File: src/design/button_click_hold_detector_defines.svh
// Assertion macros for the button click/hold detector.
`ifndef BUTTON_CLICK_HOLD_DETECTOR_DEFINES_SVH
`define BUTTON_CLICK_HOLD_DETECTOR_DEFINES_SVH

`ifndef NO_ASSERTIONS
// Checked only out of reset.
`define BCHD_ASSERT(lbl, prop, msg) \
  lbl: assert property (@(posedge clk) disable iff (!rst_n) prop) else $error(msg);
// Checked on every edge, reset included.
`define BCHD_ASSERT_RST(lbl, prop, msg) \
  lbl: assert property (@(posedge clk) prop) else $error(msg);
`else
`define BCHD_ASSERT(lbl, prop, msg)
`define BCHD_ASSERT_RST(lbl, prop, msg)
`endif

`endif

File: src/design/bchd_pkg.sv
// Shared types, register codes and helpers of the button click/hold detector.
`default_nettype none

package bchd_pkg;

  localparam int unsigned TIME_W = 32;
  localparam int unsigned CFG_W  = 16;
  localparam int unsigned IDX_W  = 2;

  typedef logic [TIME_W-1:0] time_ms_t;
  typedef logic [CFG_W-1:0]  cfg_ms_t;

  typedef enum logic [IDX_W-1:0] {
    CFG_DEBOUNCE = 2'd0,
    CFG_HOLD     = 2'd1,
    CFG_CLICK    = 2'd2
  } cfg_idx_t;

  localparam cfg_ms_t DEBOUNCE_RST = 16'd50;
  localparam cfg_ms_t HOLD_RST     = 16'd500;
  localparam cfg_ms_t CLICK_RST    = 16'd300;

  typedef struct packed {
    cfg_ms_t debounce_ms;
    cfg_ms_t hold_ms;
    cfg_ms_t click_window_ms;
  } cfg_t;

  typedef struct packed {
    logic     press_latched;
    logic     release_pending;
    logic     click_flag;
    logic     hold_flag;
    time_ms_t edge_time;
    time_ms_t release_time;
  } state_t;

  typedef struct packed {
    logic     pin_level;
    time_ms_t now_ms;
    logic     take_click;
    logic     take_hold;
  } item_t;

  typedef struct packed {
    logic click_event;
    logic hold_event;
  } result_t;

  // Wrapping elapsed time.
  function automatic time_ms_t elapsed(input time_ms_t now, input time_ms_t then);
    return now - then;
  endfunction

  // Zero-extend a config interval to the timestamp width.
  function automatic time_ms_t widen(input cfg_ms_t v);
    return {{(TIME_W-CFG_W){1'b0}}, v};
  endfunction

endpackage

`default_nettype wire

File: src/design/bchd_if.sv
// Valid/ready channel interfaces for requests and results.
`default_nettype none

interface bchd_in_if;
  logic                 valid;
  logic                 ready;
  logic                 pin_level;
  bchd_pkg::time_ms_t   now_ms;
  logic                 take_click;
  logic                 take_hold;

  modport source (output valid, pin_level, now_ms, take_click, take_hold, input ready);
  modport sink   (input valid, pin_level, now_ms, take_click, take_hold, output ready);
endinterface

interface bchd_out_if;
  logic valid;
  logic ready;
  logic click_event;
  logic hold_event;

  modport source (output valid, click_event, hold_event, input ready);
  modport sink   (input valid, click_event, hold_event, output ready);
endinterface

`default_nettype wire

File: src/design/button_click_hold_detector.sv
// Push-button click/hold detector: top level with request and result registers.
//
// Usage: each request on in_if carries one poll of the button, the raw
// active-low pin level and a wrapping millisecond timestamp, plus two
// read-and-clear bits for the click and hold events. Every request yields
// exactly one result on out_if with both event flags as they stand after
// that poll, before the clear bits act.
// A request accepted on in_if is held in the request register, evaluated
// against the detector state and passed through the result register to out_if.
// Throughput: one request per cycle while out_if takes results; the state
// update is one pass of compare-and-set logic between the request register
// and the result register.
// Stall: while the result register holds an unread result, one more
// request is still taken into the request register; in_if.ready drops only
// when both are full, and the state is not touched until the stalled result
// moves on.
// Reset (synchronous, rst_n low): both registers empty, all flags and
// timestamps zero, intervals back to 50, 500 and 300 ms. The user must write
// intervals on cfg_* only while no request is in flight (not enforced here).
`default_nettype none
`include "button_click_hold_detector_defines.svh"

module button_click_hold_detector (
  input  wire logic                   clk,
  input  wire logic                   rst_n,
  bchd_in_if.sink                     in_if,
  bchd_out_if.source                  out_if,
  input  wire logic                   cfg_we,
  input  wire logic [bchd_pkg::IDX_W-1:0] cfg_idx,
  input  wire logic [bchd_pkg::CFG_W-1:0] cfg_wdata
);

  bchd_pkg::cfg_t    cfg_r;
  bchd_pkg::state_t  state_r;
  bchd_pkg::state_t  state_nxt;
  bchd_pkg::item_t   item_r;
  bchd_pkg::result_t res_nxt;
  bchd_pkg::result_t res_r;
  logic              s1_valid_r;
  logic              out_valid_r;
  logic              advance;

  assign advance     = s1_valid_r && (!out_valid_r || out_if.ready);
  assign in_if.ready = !s1_valid_r || advance;

  always_ff @(posedge clk) begin
    if (!rst_n) begin
      cfg_r.debounce_ms     <= bchd_pkg::DEBOUNCE_RST;
      cfg_r.hold_ms         <= bchd_pkg::HOLD_RST;
      cfg_r.click_window_ms <= bchd_pkg::CLICK_RST;
    end else if (cfg_we) begin
      unique case (cfg_idx)
        bchd_pkg::CFG_DEBOUNCE: cfg_r.debounce_ms     <= cfg_wdata;
        bchd_pkg::CFG_HOLD:     cfg_r.hold_ms         <= cfg_wdata;
        bchd_pkg::CFG_CLICK:    cfg_r.click_window_ms <= cfg_wdata;
        default: ;
      endcase
    end
  end

  // request register
  always_ff @(posedge clk) begin
    if (!rst_n) begin
      s1_valid_r <= 1'b0;
    end else if (in_if.ready) begin
      s1_valid_r <= in_if.valid;
    end
  end

  always_ff @(posedge clk) begin
    if (in_if.ready && in_if.valid) begin
      item_r.pin_level  <= in_if.pin_level;
      item_r.now_ms     <= in_if.now_ms;
      item_r.take_click <= in_if.take_click;
      item_r.take_hold  <= in_if.take_hold;
    end
  end

  bchd_step u_step (
    .cfg  (cfg_r),
    .cur  (state_r),
    .item (item_r),
    .nxt  (state_nxt),
    .res  (res_nxt)
  );

  always_ff @(posedge clk) begin
    if (!rst_n) begin
      state_r <= '0;
    end else if (advance) begin
      state_r <= state_nxt;
    end
  end

  // result register
  always_ff @(posedge clk) begin
    if (!rst_n) begin
      out_valid_r <= 1'b0;
    end else if (advance) begin
      out_valid_r <= 1'b1;
    end else if (out_if.ready) begin
      out_valid_r <= 1'b0;
    end
  end

  always_ff @(posedge clk) begin
    if (advance) begin
      res_r <= res_nxt;
    end
  end

  assign out_if.valid       = out_valid_r;
  assign out_if.click_event = res_r.click_event;
  assign out_if.hold_event  = res_r.hold_event;

  `BCHD_ASSERT_RST(a_reset_empty, !rst_n |=> (!out_valid_r && !s1_valid_r), "not empty")
  `BCHD_ASSERT(a_state_frozen, (out_valid_r && !out_if.ready) |=> $stable(state_r), "state moved")
  `BCHD_ASSERT(a_req_held, (s1_valid_r && !advance) |=> s1_valid_r && $stable(item_r), "req lost")

endmodule

`default_nettype wire

File: src/design/bchd_step.sv
// Per-poll state update: debounce, click window, hold detection, read-and-clear.
`default_nettype none

module bchd_step (
  input  bchd_pkg::cfg_t    cfg,
  input  bchd_pkg::state_t  cur,
  input  bchd_pkg::item_t   item,
  output bchd_pkg::state_t  nxt,
  output bchd_pkg::result_t res
);

  always_comb begin
    bchd_pkg::state_t s;
    logic             pressed;
    s       = cur;
    pressed = !item.pin_level;

    // accept a press once the debounce interval has passed
    if (pressed && !s.press_latched &&
        bchd_pkg::elapsed(item.now_ms, s.edge_time) > bchd_pkg::widen(cfg.debounce_ms)) begin
      s.press_latched = 1'b1;
      s.edge_time     = item.now_ms;
    end

    // short press released: open the click window
    if (!pressed && s.press_latched && !s.release_pending &&
        bchd_pkg::elapsed(item.now_ms, s.edge_time) < bchd_pkg::widen(cfg.hold_ms)) begin
      s.release_pending = 1'b1;
      s.press_latched   = 1'b0;
      s.release_time    = item.now_ms;
    end

    if (s.release_pending &&
        bchd_pkg::elapsed(item.now_ms, s.release_time) >
        bchd_pkg::widen(cfg.click_window_ms)) begin
      s.release_pending = 1'b0;
      s.click_flag      = 1'b1;
    end

    if (s.press_latched && !s.hold_flag &&
        bchd_pkg::elapsed(item.now_ms, s.edge_time) > bchd_pkg::widen(cfg.hold_ms)) begin
      s.hold_flag = 1'b1;
    end

    // released after a hold: drop the press and the hold event
    if (!pressed && s.press_latched &&
        bchd_pkg::elapsed(item.now_ms, s.edge_time) > bchd_pkg::widen(cfg.hold_ms)) begin
      s.press_latched = 1'b0;
      s.hold_flag     = 1'b0;
      s.edge_time     = item.now_ms;
    end

    res.click_event = s.click_flag;
    res.hold_event  = s.hold_flag;

    if (item.take_click) begin
      s.click_flag = 1'b0;
    end
    if (item.take_hold) begin
      s.hold_flag = 1'b0;
    end

    nxt = s;
  end

endmodule

`default_nettype wire
File: src/flat_wrapper.sv
// flat-port wrapper written by rule: the top's interface ports become plain ports
module button_click_hold_detector_flat 
  (clk, rst_n, cfg_we, cfg_idx, cfg_wdata, in_if_valid, in_if_pin_level, in_if_now_ms, in_if_take_click, in_if_take_hold, in_if_ready, out_if_valid, out_if_click_event, out_if_hold_event, out_if_ready);
  bchd_in_if in_if_i ();
  bchd_out_if out_if_i ();
  input  wire logic clk;
  input  wire logic rst_n;
  input  wire logic cfg_we;
  input  wire logic [bchd_pkg::IDX_W-1:0] cfg_idx;
  input  wire logic [bchd_pkg::CFG_W-1:0] cfg_wdata;
  input wire logic [$bits(in_if_i.valid)-1:0] in_if_valid;
  input wire logic [$bits(in_if_i.pin_level)-1:0] in_if_pin_level;
  input wire logic [$bits(in_if_i.now_ms)-1:0] in_if_now_ms;
  input wire logic [$bits(in_if_i.take_click)-1:0] in_if_take_click;
  input wire logic [$bits(in_if_i.take_hold)-1:0] in_if_take_hold;
  output wire logic [$bits(in_if_i.ready)-1:0] in_if_ready;
  output wire logic [$bits(out_if_i.valid)-1:0] out_if_valid;
  output wire logic [$bits(out_if_i.click_event)-1:0] out_if_click_event;
  output wire logic [$bits(out_if_i.hold_event)-1:0] out_if_hold_event;
  input wire logic [$bits(out_if_i.ready)-1:0] out_if_ready;
  assign in_if_i.valid = in_if_valid;
  assign in_if_i.pin_level = in_if_pin_level;
  assign in_if_i.now_ms = in_if_now_ms;
  assign in_if_i.take_click = in_if_take_click;
  assign in_if_i.take_hold = in_if_take_hold;
  assign in_if_ready = in_if_i.ready;
  assign out_if_valid = out_if_i.valid;
  assign out_if_click_event = out_if_i.click_event;
  assign out_if_hold_event = out_if_i.hold_event;
  assign out_if_i.ready = out_if_ready;
  button_click_hold_detector u_core (.clk(clk), .rst_n(rst_n), .in_if(in_if_i), .out_if(out_if_i), .cfg_we(cfg_we), .cfg_idx(cfg_idx), .cfg_wdata(cfg_wdata));
endmodule
File: config.mk
export PLATFORM = sky130hd
export DESIGN_NAME = button_click_hold_detector_flat
export DESIGN_NICKNAME = d
export VERILOG_FILES = /design/src/design/bchd_pkg.sv /design/src/design/bchd_if.sv /design/src/design/button_click_hold_detector.sv /design/src/design/bchd_step.sv /design/src/flat_wrapper.sv
export VERILOG_INCLUDE_DIRS = /design/src /design/src/design
export SDC_FILE = /design/constraint.sdc
export NUM_CORES = 1
export LEC_CHECK = 0
export BUFFER_PORTS_ARGS = -buffer_cell sky130_fd_sc_hd__clkbuf_2
export CELL_PAD_IN_SITES_DETAIL_PLACEMENT = 2
export CELL_PAD_IN_SITES_GLOBAL_PLACEMENT = 2
export CORE_ASPECT_RATIO = 1.75
export CORE_MARGIN = 5
export CORE_UTILIZATION = 41
export DETAILED_ROUTE_END_ITERATION = 10
export PLACE_DENSITY = 0.91
export SETUP_SLACK_MARGIN = 0.2
export SKIP_CTS_REPAIR_TIMING = 1
export SYNTH_ARGS = -nofsm -noshare
export SYNTH_HDL_FRONTEND = slang
export SYNTH_HIERARCHICAL = 1
export SYNTH_SLANG_ARGS = --single-unit
File: constraint.sdc
create_clock -name clk -period 21.2 [get_ports clk]
set_clock_uncertainty 0.15 [all_clocks]
set_input_delay 1.06 -clock clk [delete_from_list [all_inputs] [get_ports clk]]
set_output_delay 1.06 -clock clk [all_outputs]
set_load 0.005 [all_outputs]
==> metrics.txt, run 1 <==
# TYPE chip_impl_metric gauge
chip_impl_metric{name="floorplan.die.height",unit="um"} 258
chip_impl_info{name="grt_setup_unrepaired",value="no"} 1
chip_impl_metric{name="finalCriticalPeriod",unit="ps"} 17890
chip_impl_metric{name="layout_worst_path_cycle_share",unit="%"} 84.4
chip_impl_info{name="worst_min_path_class",value="register to register"} 1
chip_impl_metric{name="overflow",unit=""} 0
chip_impl_metric{name="antenna_left",unit=""} 0
chip_impl_metric{name="critical_path.max_stage_delay",unit="ps"} 580
chip_impl_metric{name="grt_pass1_wl",unit="mm"} 96.0
chip_impl_metric{name="vias_per_cell",unit=""} 6.26
chip_impl_metric{name="drtIter0Drc",unit=""} 548
chip_impl_metric{name="final_cell_area",unit="um^2"} 15500
chip_impl_metric{name="initial_core_util",unit="%"} 41.6
chip_impl_metric{name="total_power_density_per_cell_area",unit="nW/um^2"} 63.5
chip_impl_metric{name="synthesis.area",unit="um^2"} 14400
chip_impl_metric{name="min_hold_slack",unit="ps"} 311
chip_impl_metric{name="buffer_ports.inserted",unit=""} 61
chip_impl_metric{name="num_rows",unit=""} 90
chip_impl_metric{name="clockBufferDepth",unit=""} 2
chip_impl_metric{name="layout-drive-gt1-share",unit="%"} 7.93
chip_impl_metric{name="maxClockFrequency",unit="MHz"} 55.9
chip_impl_metric{name="core",unit="um^2"} 34600
chip_impl_metric{name="syn_nets",unit=""} 2080
chip_impl_info{name="post_synth_main_area_contributors",value="sky130_fd_sc_hd__dfxtp_1, sky130_fd_sc_hd__ha_1, sky130_fd_sc_hd__edfxtp_1"} 1
chip_impl_info{name="most_numerous_cell_on_the_critical_path",value="sky130_fd_sc_hd__a21o_1"} 1
chip_impl_metric{name="wirelength",unit="mm"} 63.5
chip_impl_metric{name="grt_pass1_vias",unit=""} 16700
chip_impl_metric{name="finalSetupViolations",unit=""} 0
chip_impl_metric{name="clkSlewWorstSetupHoldPaths",unit="ps"} 70
chip_impl_metric{name="synth.ff_latch_count",unit=""} 155
chip_impl_metric{name="cts_num_sinks",unit=""} 155
chip_impl_metric{name="post_synth.cell_area_avg",unit="um^2"} 7.63
chip_impl_metric{name="die-area",unit="um^2"} 39100
chip_impl_info{name="tritoncts_clock_tree",value="built"} 1
chip_impl_info{name="timing.critical_path.from_type",value="register"} 1
chip_impl_metric{name="drt_drc_violations_left",unit=""} 0
chip_impl_metric{name="required_time_reported_for_the_critical_path_endpoint",unit="ps"} 21450
chip_impl_metric{name="die_w",unit="um"} 152
chip_impl_metric{name="final-max-slew-violation-count",unit=""} 0
chip_impl_metric{name="vias",unit=""} 14700
chip_impl_metric{name="wl_per_cell",unit="um"} 27.0
chip_impl_info{name="synth_flop_cell",value="sky130_fd_sc_hd__dfxtp_1"} 1
chip_impl_metric{name="ys_async_sr_fraction",unit="%"} 0
chip_impl_metric{name="transition_time_of_the_tightest_slew_check_pin",unit="ps"} 1160
chip_impl_metric{name="timing.max_slew.rel_slack",unit="%"} 22.6
chip_impl_info{name="cts.root.buffer_cell",value="sky130_fd_sc_hd__clkbuf_16"} 1
chip_impl_info{name="worst_setup_path_end_kind",value="register"} 1
chip_impl_metric{name="design.final.nets",unit=""} 2074
chip_impl_info{name="yosys_top_cell_by_area",value="sky130_fd_sc_hd__dfxtp_1"} 1
chip_impl_metric{name="critical_path_arrival",unit="ps"} 18140
chip_impl_metric{name="dpl-instance-area",unit="um^2"} 14900
chip_impl_metric{name="fillerInstances",unit=""} 4028
chip_impl_metric{name="cp_max_fo",unit=""} 42
chip_impl_info{name="cpMaxStageDelayCell",value="sky130_fd_sc_hd__edfxtp_1"} 1
chip_impl_metric{name="max_cap_viol_count",unit=""} 0
chip_impl_info{name="status",value="finished, final reports clean"} 1
chip_impl_metric{name="postLayoutCoreUtil",unit="%"} 44.9
chip_impl_metric{name="dp.final_hpwl",unit="mm"} 47.6
chip_impl_metric{name="cts_buffers",unit=""} 17
chip_impl_metric{name="grt_start_max_net_pins",unit=""} 126
chip_impl_metric{name="synth-warning-count",unit=""} 6
chip_impl_metric{name="ir_worst_vdd",unit="V"} 0.0000548
chip_impl_metric{name="aggregate_negative_setup_slack",unit="ps"} 0
chip_impl_metric{name="drt-pass1-iter-count",unit=""} 5
chip_impl_metric{name="grt_usage",unit="%"} 32.2
chip_impl_metric{name="synth_cell_type_count",unit=""} 89
chip_impl_metric{name="number_of_antenna_violations_at_the_first_check_in_global_routing",unit=""} 0
chip_impl_info{name="worstSetupPathType",value="register to register"} 1
chip_impl_metric{name="post_synthesis_to_final_layout_area_growth",unit="%"} 8.04
chip_impl_metric{name="synth-edff-count",unit=""} 37
chip_impl_metric{name="antenna_cells_inserted",unit=""} 0
chip_impl_metric{name="synth.yosys.seq_area_share",unit="%"} 24.2
chip_impl_info{name="final_common_cell",value="sky130_fd_sc_hd__nand2_1"} 1
chip_impl_metric{name="ioPinCount",unit=""} 62
chip_impl_metric{name="netlist_instances",unit=""} 1884
chip_impl_metric{name="gp_congestion",unit=""} 0.926
chip_impl_metric{name="yosysTopAreaCellShare",unit="%"} 16.4
chip_impl_metric{name="skew_pair_late_insertion_delay",unit="ps"} 490
chip_impl_metric{name="htree_levels",unit=""} 4
chip_impl_metric{name="final_hold_viol_count",unit=""} 0
chip_impl_info{name="mostFrequentLayoutCells",value="sky130_fd_sc_hd__nand2_1, sky130_fd_sc_hd__a21oi_1, sky130_fd_sc_hd__inv_1, sky130_fd_sc_hd__nor2_1, sky130_fd_sc_hd__ha_1"} 1
chip_impl_metric{name="leakage",unit="nW"} 6.30
==> worst paths after layout <==
kind	start	slack, ps	end	depth (start not counted)
worst min register to register	u_core/state_r[51]$_SDFFE_PN0P_	310	u_core/state_r[51]$_SDFFE_PN0P_	2
worst max-delay path	u_core/item_r[3]$_DFFE_PP_	3310	u_core/state_r[66]$_SDFFE_PN0P_	75
worst min-delay path	u_core/state_r[51]$_SDFFE_PN0P_	310	u_core/state_r[51]$_SDFFE_PN0P_	2
worst max register to register	u_core/item_r[3]$_DFFE_PP_	3310	u_core/state_r[66]$_SDFFE_PN0P_	75
==> per-layer routing <==
layer / global-route usage, % / vias to the layer above / wire length (um)
li1: - / 6697 / -
met1: 30.7 / 7275 / 22100
met4: 29.4 / 0 / 6910
met3: 4.75 / 281 / 2000
met5: 0 / - / 0
met2: 57.8 / 464 / 32500
==> stage by stage <==
stage / std cells / worst slack, ps / total power, W
2_1_floorplan: 1884 / 6720 / 0.000537
5_1_grt: 2351 / 2170 / 0.00103
3_3_place_gp: 2319 / 5600 / 0.000616
3_5_place_dp: 2319 / 4190 / 0.000637
4_1_cts: 2351 / 3600 / 0.000984
6_report: 2351 / 3310 / 0.000986
==> cell families after synthesis <==
kind of cell / after synthesis / share of synthesized area (%)
muxes: 120 / 8.45
adders and majority gates: 144 / 12.6
DFF: 155 / 24.2
AOI/OAI and AO/OA: 500 / 22.4
xor gates and xnor gates: 63 / 3.84
buffers and inverters: 231 / 6.55
and+or+nand+nor: 671 / 22.0
==> critical path, delay by kind of cell, from the launching register on <==
| family | cells | cell delay [ps] |
|---|---|---|
| AOI/OAI and AO/OA | 35 | 7470 |
| and+or+nand+nor | 25 | 5150 |
| buffers and inverters | 2 | 740 |
| adders and majority gates | 8 | 2700 |
| DFF | 1 | 580 |
| xor gates and xnor gates | 3 | 480 |
| muxes | 2 | 540 |
==> cell usage after synthesis, types with 8 or more instances <==
master                     count
sky130_fd_sc_hd__nand2b_1     32
sky130_fd_sc_hd__a21o_1       58
sky130_fd_sc_hd__xnor2_1      39
sky130_fd_sc_hd__mux2i_1     109
sky130_fd_sc_hd__edfxtp_1     37
sky130_fd_sc_hd__nor2_1      137
sky130_fd_sc_hd__nand3_1      66
sky130_fd_sc_hd__and3_1       10
sky130_fd_sc_hd__xor2_1       24
sky130_fd_sc_hd__nand4_1      32
sky130_fd_sc_hd__a211oi_1      8
sky130_fd_sc_hd__o21a_1       16
sky130_fd_sc_hd__ha_1        135
sky130_fd_sc_hd__and2_1       13
sky130_fd_sc_hd__o211ai_1     12
sky130_fd_sc_hd__nor3_1       24
sky130_fd_sc_hd__clkbuf_1     65
sky130_fd_sc_hd__dfxtp_1     118
sky130_fd_sc_hd__nand2_1     268
sky130_fd_sc_hd__a21oi_1     165
sky130_fd_sc_hd__o21ai_0     105
sky130_fd_sc_hd__o21ai_1      16
sky130_fd_sc_hd__buf_1         8
sky130_fd_sc_hd__o21bai_1     12
sky130_fd_sc_hd__nor4_1        9
sky130_fd_sc_hd__buf_2        11
sky130_fd_sc_hd__inv_1       136
sky130_fd_sc_hd__a31oi_1      12
sky130_fd_sc_hd__nor2b_1      31
sky130_fd_sc_hd__mux2_2       11
==> area by class of cell <==
type / instances / area [um^2] / share of cell area [%]
multi-input cells: 1498 / 9990 / 64.3
flip-flops and latches: 155 / 3470 / 22.4
well taps: 460 / 576 / 3.71
inverters: 136 / 510 / 3.29
clock buffers: 17 / 425 / 2.74
repair buffers: 70 / 379 / 2.44
clock inverters: 15 / 179 / 1.15
==> power breakdown <==
group,switching [W],internal [W]
registers,0.0000175,0.000313
logic,0.000204,0.000113
clock network,0.000159,0.000178
==> flip-flops by register name, indices dropped and copies added, names as in the netlist <==
register and flops:
u_core/out_if.valid 1, u_core/s1_valid_r 1, u_core/out_if.hold_event 1, u_core/state_r 68, u_core/out_if.click_event 1, u_core/item_r 35, u_core/cfg_r 48
(Power assumes the default switching activity.)
==> run 2, diff against run 1 <==
--- a/config.mk
+++ b/config.mk
@@ -6,14 +6,15 @@
 export SDC_FILE = /design/constraint.sdc
 export NUM_CORES = 1
 export LEC_CHECK = 0
+export ABC_AREA = 1
 export BUFFER_PORTS_ARGS = -buffer_cell sky130_fd_sc_hd__clkbuf_2
 export CELL_PAD_IN_SITES_DETAIL_PLACEMENT = 2
 export CELL_PAD_IN_SITES_GLOBAL_PLACEMENT = 2
 export CORE_ASPECT_RATIO = 1.75
 export CORE_MARGIN = 5
-export CORE_UTILIZATION = 41
+export CORE_UTILIZATION = 31
 export DETAILED_ROUTE_END_ITERATION = 10
-export PLACE_DENSITY = 0.91
+export PLACE_DENSITY = 0.81
 export SETUP_SLACK_MARGIN = 0.2
 export SKIP_CTS_REPAIR_TIMING = 1
 export SYNTH_ARGS = -nofsm -noshare
==> constraint.sdc (replaced) <==
create_clock -name clk -period 14.7 [get_ports clk]
set_clock_uncertainty 0.15 [all_clocks]
set_input_delay 0.735 -clock clk [delete_from_list [all_inputs] [get_ports clk]]
set_output_delay 0.735 -clock clk [all_outputs]
set_load 0.005 [all_outputs]
==> run 2 against run 1 <==
Sequential share of layout area down 1.8 points. First-iteration DRC count up 15%. Clock-buffer cell count up 4. Register-to-register slack worse by 1900 ps. Critical path depth up 7. Global-route usage down 7.0 points. Combinational power up 130%. Final cell count up 40%. Clock power up 39%. Flip-flop and latch count unchanged. Cell area up 8.6%. Critical endpoint is now u_core/state_r[65]$_SDFFE_PN0P_.
==> metrics.txt, run 2 <==
# TYPE chip_impl_metric gauge
chip_impl_info{name="status",value="finished, final reports clean"} 1
chip_impl_metric{name="min_path_cells",unit=""} 1
chip_impl_metric{name="htree_levels",unit=""} 4
chip_impl_metric{name="post_synth.cell_area_avg",unit="um^2"} 5.91
chip_impl_metric{name="gp_congestion",unit=""} 0.952
chip_impl_metric{name="clockBufferDepth",unit=""} 2
chip_impl_metric{name="wl_per_cell",unit="um"} 21.0
chip_impl_metric{name="maxClockFrequency",unit="MHz"} 75.3
chip_impl_metric{name="initial_core_util",unit="%"} 31.2
chip_impl_metric{name="grt_start_max_net_pins",unit=""} 90
chip_impl_metric{name="drt-pass1-iter-count",unit=""} 5
chip_impl_metric{name="required_time_reported_for_the_critical_path_endpoint",unit="ps"} 14890
chip_impl_metric{name="switching_share",unit="%"} 43.6
chip_impl_metric{name="vias_per_cell",unit=""} 5.24
chip_impl_metric{name="grt_pass1_wl",unit="mm"} 107
chip_impl_metric{name="final_hold_viol_count",unit=""} 0
chip_impl_metric{name="skew_pair_late_insertion_delay",unit="ps"} 460
chip_impl_metric{name="final-max-slew-violation-count",unit=""} 0
chip_impl_metric{name="dpl-instance-area",unit="um^2"} 16300
chip_impl_info{name="synthMostInstantiatedCell",value="sky130_fd_sc_hd__nand2_1"} 1
chip_impl_metric{name="ff2ff_setup_slack",unit="ps"} 1410
chip_impl_metric{name="synth.ff_latch_count",unit=""} 155
chip_impl_metric{name="ys_async_sr_fraction",unit="%"} 0
chip_impl_info{name="hold_start",value="in_if_now_ms[31]"} 1
chip_impl_info{name="startpoint_of_the_worst_register_to_register_path",value="u_core/item_r[3]$_DFFE_PP_"} 1
chip_impl_metric{name="die-area",unit="um^2"} 54700
chip_impl_info{name="most_numerous_cell_on_the_critical_path",value="sky130_fd_sc_hd__nand2_1"} 1
chip_impl_metric{name="critical_path_buf_inv_count",unit=""} 9
chip_impl_metric{name="grt_usage",unit="%"} 25.3
chip_impl_info{name="cts.root.buffer_cell",value="sky130_fd_sc_hd__clkbuf_16"} 1
chip_impl_metric{name="clkSlewWorstSetupHoldPaths",unit="ps"} 70
chip_impl_metric{name="final_cell_area",unit="um^2"} 16900
chip_impl_metric{name="number_of_antenna_violations_at_the_first_check_in_global_routing",unit=""} 0
chip_impl_metric{name="power.net_switching",unit="W"} 0.000732
chip_impl_metric{name="grt_pass1_vias",unit=""} 19500
chip_impl_metric{name="fillerInstances",unit=""} 6354
chip_impl_info{name="yosys_top_cell_by_area",value="sky130_fd_sc_hd__nand2_1"} 1
chip_impl_metric{name="critical_path.max_stage_delay",unit="ps"} 690
chip_impl_info{name="final_common_cell",value="sky130_fd_sc_hd__nand2_1"} 1
chip_impl_info{name="cpMaxStageDelayCell",value="sky130_fd_sc_hd__inv_1"} 1
chip_impl_metric{name="buffer_ports.inserted",unit=""} 61
chip_impl_metric{name="vias",unit=""} 17300
chip_impl_metric{name="synth_cell_type_count",unit=""} 45
chip_impl_info{name="synth_flop_cell",value="sky130_fd_sc_hd__dfxtp_1"} 1
chip_impl_metric{name="synthesis.area",unit="um^2"} 15500
chip_impl_metric{name="layout-drive-gt1-share",unit="%"} 7.12
chip_impl_metric{name="ioPinCount",unit=""} 62
chip_impl_metric{name="p_seq_share",unit="%"} 29.6
chip_impl_metric{name="die_w",unit="um"} 179
chip_impl_metric{name="drt_drc_violations_left",unit=""} 0
chip_impl_metric{name="syn_nets",unit=""} 2814
chip_impl_metric{name="postLayoutCoreUtil",unit="%"} 34.0
chip_impl_metric{name="antenna_left",unit=""} 0
chip_impl_metric{name="ir_worst_vdd",unit="V"} 0.0000580
chip_impl_metric{name="dp.final_hpwl",unit="mm"} 56.1
chip_impl_info{name="crit-reg2reg-capture",value="u_core/state_r[65]$_SDFFE_PN0P_"} 1
chip_impl_metric{name="worst_r2r_path_cells",unit=""} 82
chip_impl_info{name="timing.critical_path.from_type",value="register"} 1
chip_impl_metric{name="layout_worst_path_cycle_share",unit="%"} 90.4
chip_impl_metric{name="cts_buffers",unit=""} 17
chip_impl_metric{name="aggregate_negative_setup_slack",unit="ps"} 0
chip_impl_info{name="worstSetupPathType",value="register to register"} 1
chip_impl_metric{name="design.final.nets",unit=""} 2824
chip_impl_info{name="tritoncts_clock_tree",value="built"} 1
chip_impl_info{name="mostFrequentLayoutCells",value="sky130_fd_sc_hd__nand2_1, sky130_fd_sc_hd__inv_1, sky130_fd_sc_hd__nor2_1, sky130_fd_sc_hd__nand3_1, sky130_fd_sc_hd__a21oi_1"} 1
chip_impl_metric{name="total_power_density_per_cell_area",unit="nW/um^2"} 99.6
chip_impl_metric{name="overflow",unit=""} 0
chip_impl_metric{name="drtIter0Drc",unit=""} 630
chip_impl_info{name="timing.critical_path.max_delay_family",value="simple AND/OR/NAND/NOR gates"} 1
chip_impl_metric{name="cp_max_fo",unit=""} 51
chip_impl_metric{name="num_rows",unit=""} 108
chip_impl_metric{name="p_clk_share",unit="%"} 27.9
chip_impl_metric{name="core",unit="um^2"} 49600
chip_impl_metric{name="final_cell_count_no_fill",unit=""} 3300
chip_impl_metric{name="transition_time_of_the_tightest_slew_check_pin",unit="ps"} 1160
chip_impl_metric{name="finalCriticalPeriod",unit="ps"} 13290
chip_impl_metric{name="netlist_instances",unit=""} 2618
chip_impl_metric{name="cts_num_sinks",unit=""} 155
chip_impl_metric{name="largest_register_ff_count",unit=""} 68
chip_impl_metric{name="wirelength",unit="mm"} 69.4
chip_impl_metric{name="finalSetupViolations",unit=""} 0
chip_impl_metric{name="synth.yosys.seq_area_share",unit="%"} 22.4
chip_impl_info{name="largest_register",value="u_core/state_r"} 1
chip_impl_metric{name="synth-warning-count",unit=""} 6
chip_impl_metric{name="post_synthesis_to_final_layout_area_growth",unit="%"} 9.02
chip_impl_metric{name="multi_input_area",unit="um^2"} 9830
chip_impl_info{name="worstHoldEndpoint",value="u_core/item_r[33]$_DFFE_PP_"} 1
chip_impl_metric{name="floorplan.die.height",unit="um"} 306
chip_impl_metric{name="critical_path_arrival",unit="ps"} 13480
chip_impl_metric{name="leakage",unit="nW"} 8.73
chip_impl_metric{name="placedCellCount",unit=""} 3269
chip_impl_info{name="largest_registers",value="u_core/state_r: 68 flops, u_core/cfg_r: 48 flops, u_core/item_r: 35 flops"} 1
chip_impl_metric{name="timing.max_slew.rel_slack",unit="%"} 22.5
chip_impl_info{name="worst_min_path_class",value="input pin to register"} 1
chip_impl_metric{name="antenna_cells_inserted",unit=""} 0
chip_impl_info{name="grt_setup_unrepaired",value="no"} 1
chip_impl_info{name="worst_setup_path_end_kind",value="register"} 1
chip_impl_metric{name="yosysTopAreaCellShare",unit="%"} 19.5
chip_impl_metric{name="seq_area",unit="um^2"} 3480
chip_impl_metric{name="synth-edff-count",unit=""} 37
chip_impl_info{name="ys_top_cells_by_count",value="sky130_fd_sc_hd__nand2_1, sky130_fd_sc_hd__inv_1, sky130_fd_sc_hd__nor2_1, sky130_fd_sc_hd__nand3_1, sky130_fd_sc_hd__a21oi_1"} 1
chip_impl_metric{name="intPower",unit="W"} 0.000949
chip_impl_metric{name="max_cap_viol_count",unit=""} 0
chip_impl_info{name="post_synth_main_area_contributors",value="sky130_fd_sc_hd__nand2_1, sky130_fd_sc_hd__dfxtp_1, sky130_fd_sc_hd__inv_1"} 1
chip_impl_metric{name="p_comb_share",unit="%"} 42.5
## run 2: worst max path at each step
| stage | startpoint | end | slack [ps] | depth (start not counted) |
|---|---|---|---|---|
| after detailed placement | u_core/item_r[3]$_DFFE_PP_ | u_core/state_r[65]$_SDFFE_PN0P_ | 1800 | 82 |
| after CTS | u_core/item_r[3]$_DFFE_PP_ | u_core/state_r[65]$_SDFFE_PN0P_ | 1460 | 82 |
| final | u_core/item_r[3]$_DFFE_PP_ | u_core/state_r[65]$_SDFFE_PN0P_ | 1410 | 82 |
| after global placement | u_core/item_r[16]$_DFFE_PP_ | u_core/state_r[65]$_SDFFE_PN0P_ | 2310 | 82 |
| after global routing | u_core/item_r[15]$_DFFE_PP_ | u_core/state_r[65]$_SDFFE_PN0P_ | 280 | 82 |
| after floorplan | u_core/item_r[8]$_DFFE_PP_ | u_core/state_r[65]$_SDFFE_PN0P_ | 4540 | 85 |
## run 2: cell type report
class,instances,area share [%]
repair buffers,68,2.14
flip-flops and latches,155,20.6
clock inverters,10,0.630
clock buffers,21,2.85
inverters,478,10.6
multi-input cells,1908,58.2
well taps,660,4.89
## run 2: cells by family after synthesis
logic type	synth area share, %
DFF	22.4
adders and majority gates	11.3
buffers and inverters	14.1
xor gates and xnor gates	2.38
AOI/OAI and AO/OA	11.5
and+or+nand+nor	38.2
## run 2: power by group through the flow
stage / sequential, W / clock [W] / combinational, W
floorplan: 0.000489 / 0 / 0.000485
global placement: 0.000504 / 0 / 0.000665
detailed placement: 0.000506 / 0 / 0.000702
CTS: 0.000497 / 0.000482 / 0.000715
global route: 0.000500 / 0.000499 / 0.000794
finish: 0.000497 / 0.000470 / 0.000714
## run 2: per-stage QoR
step / hold slack [ps] / setup WS [ps] / total power, W
after floorplan: 279 / 4540 / 0.000973
after detailed placement: 306 / 1800 / 0.00121
after global placement: 288 / 2310 / 0.00117
after global routing: 289 / 279 / 0.00179
final: 304 / 1410 / 0.00168
after CTS: 281 / 1460 / 0.00169
## run 2: per-layer routing
layer  share of wire, %  track usage [%]
met5                  0                0
met2                 55             48.8
met4                7.7             16.8
met3                1.7             2.16
met1                 36             24.9
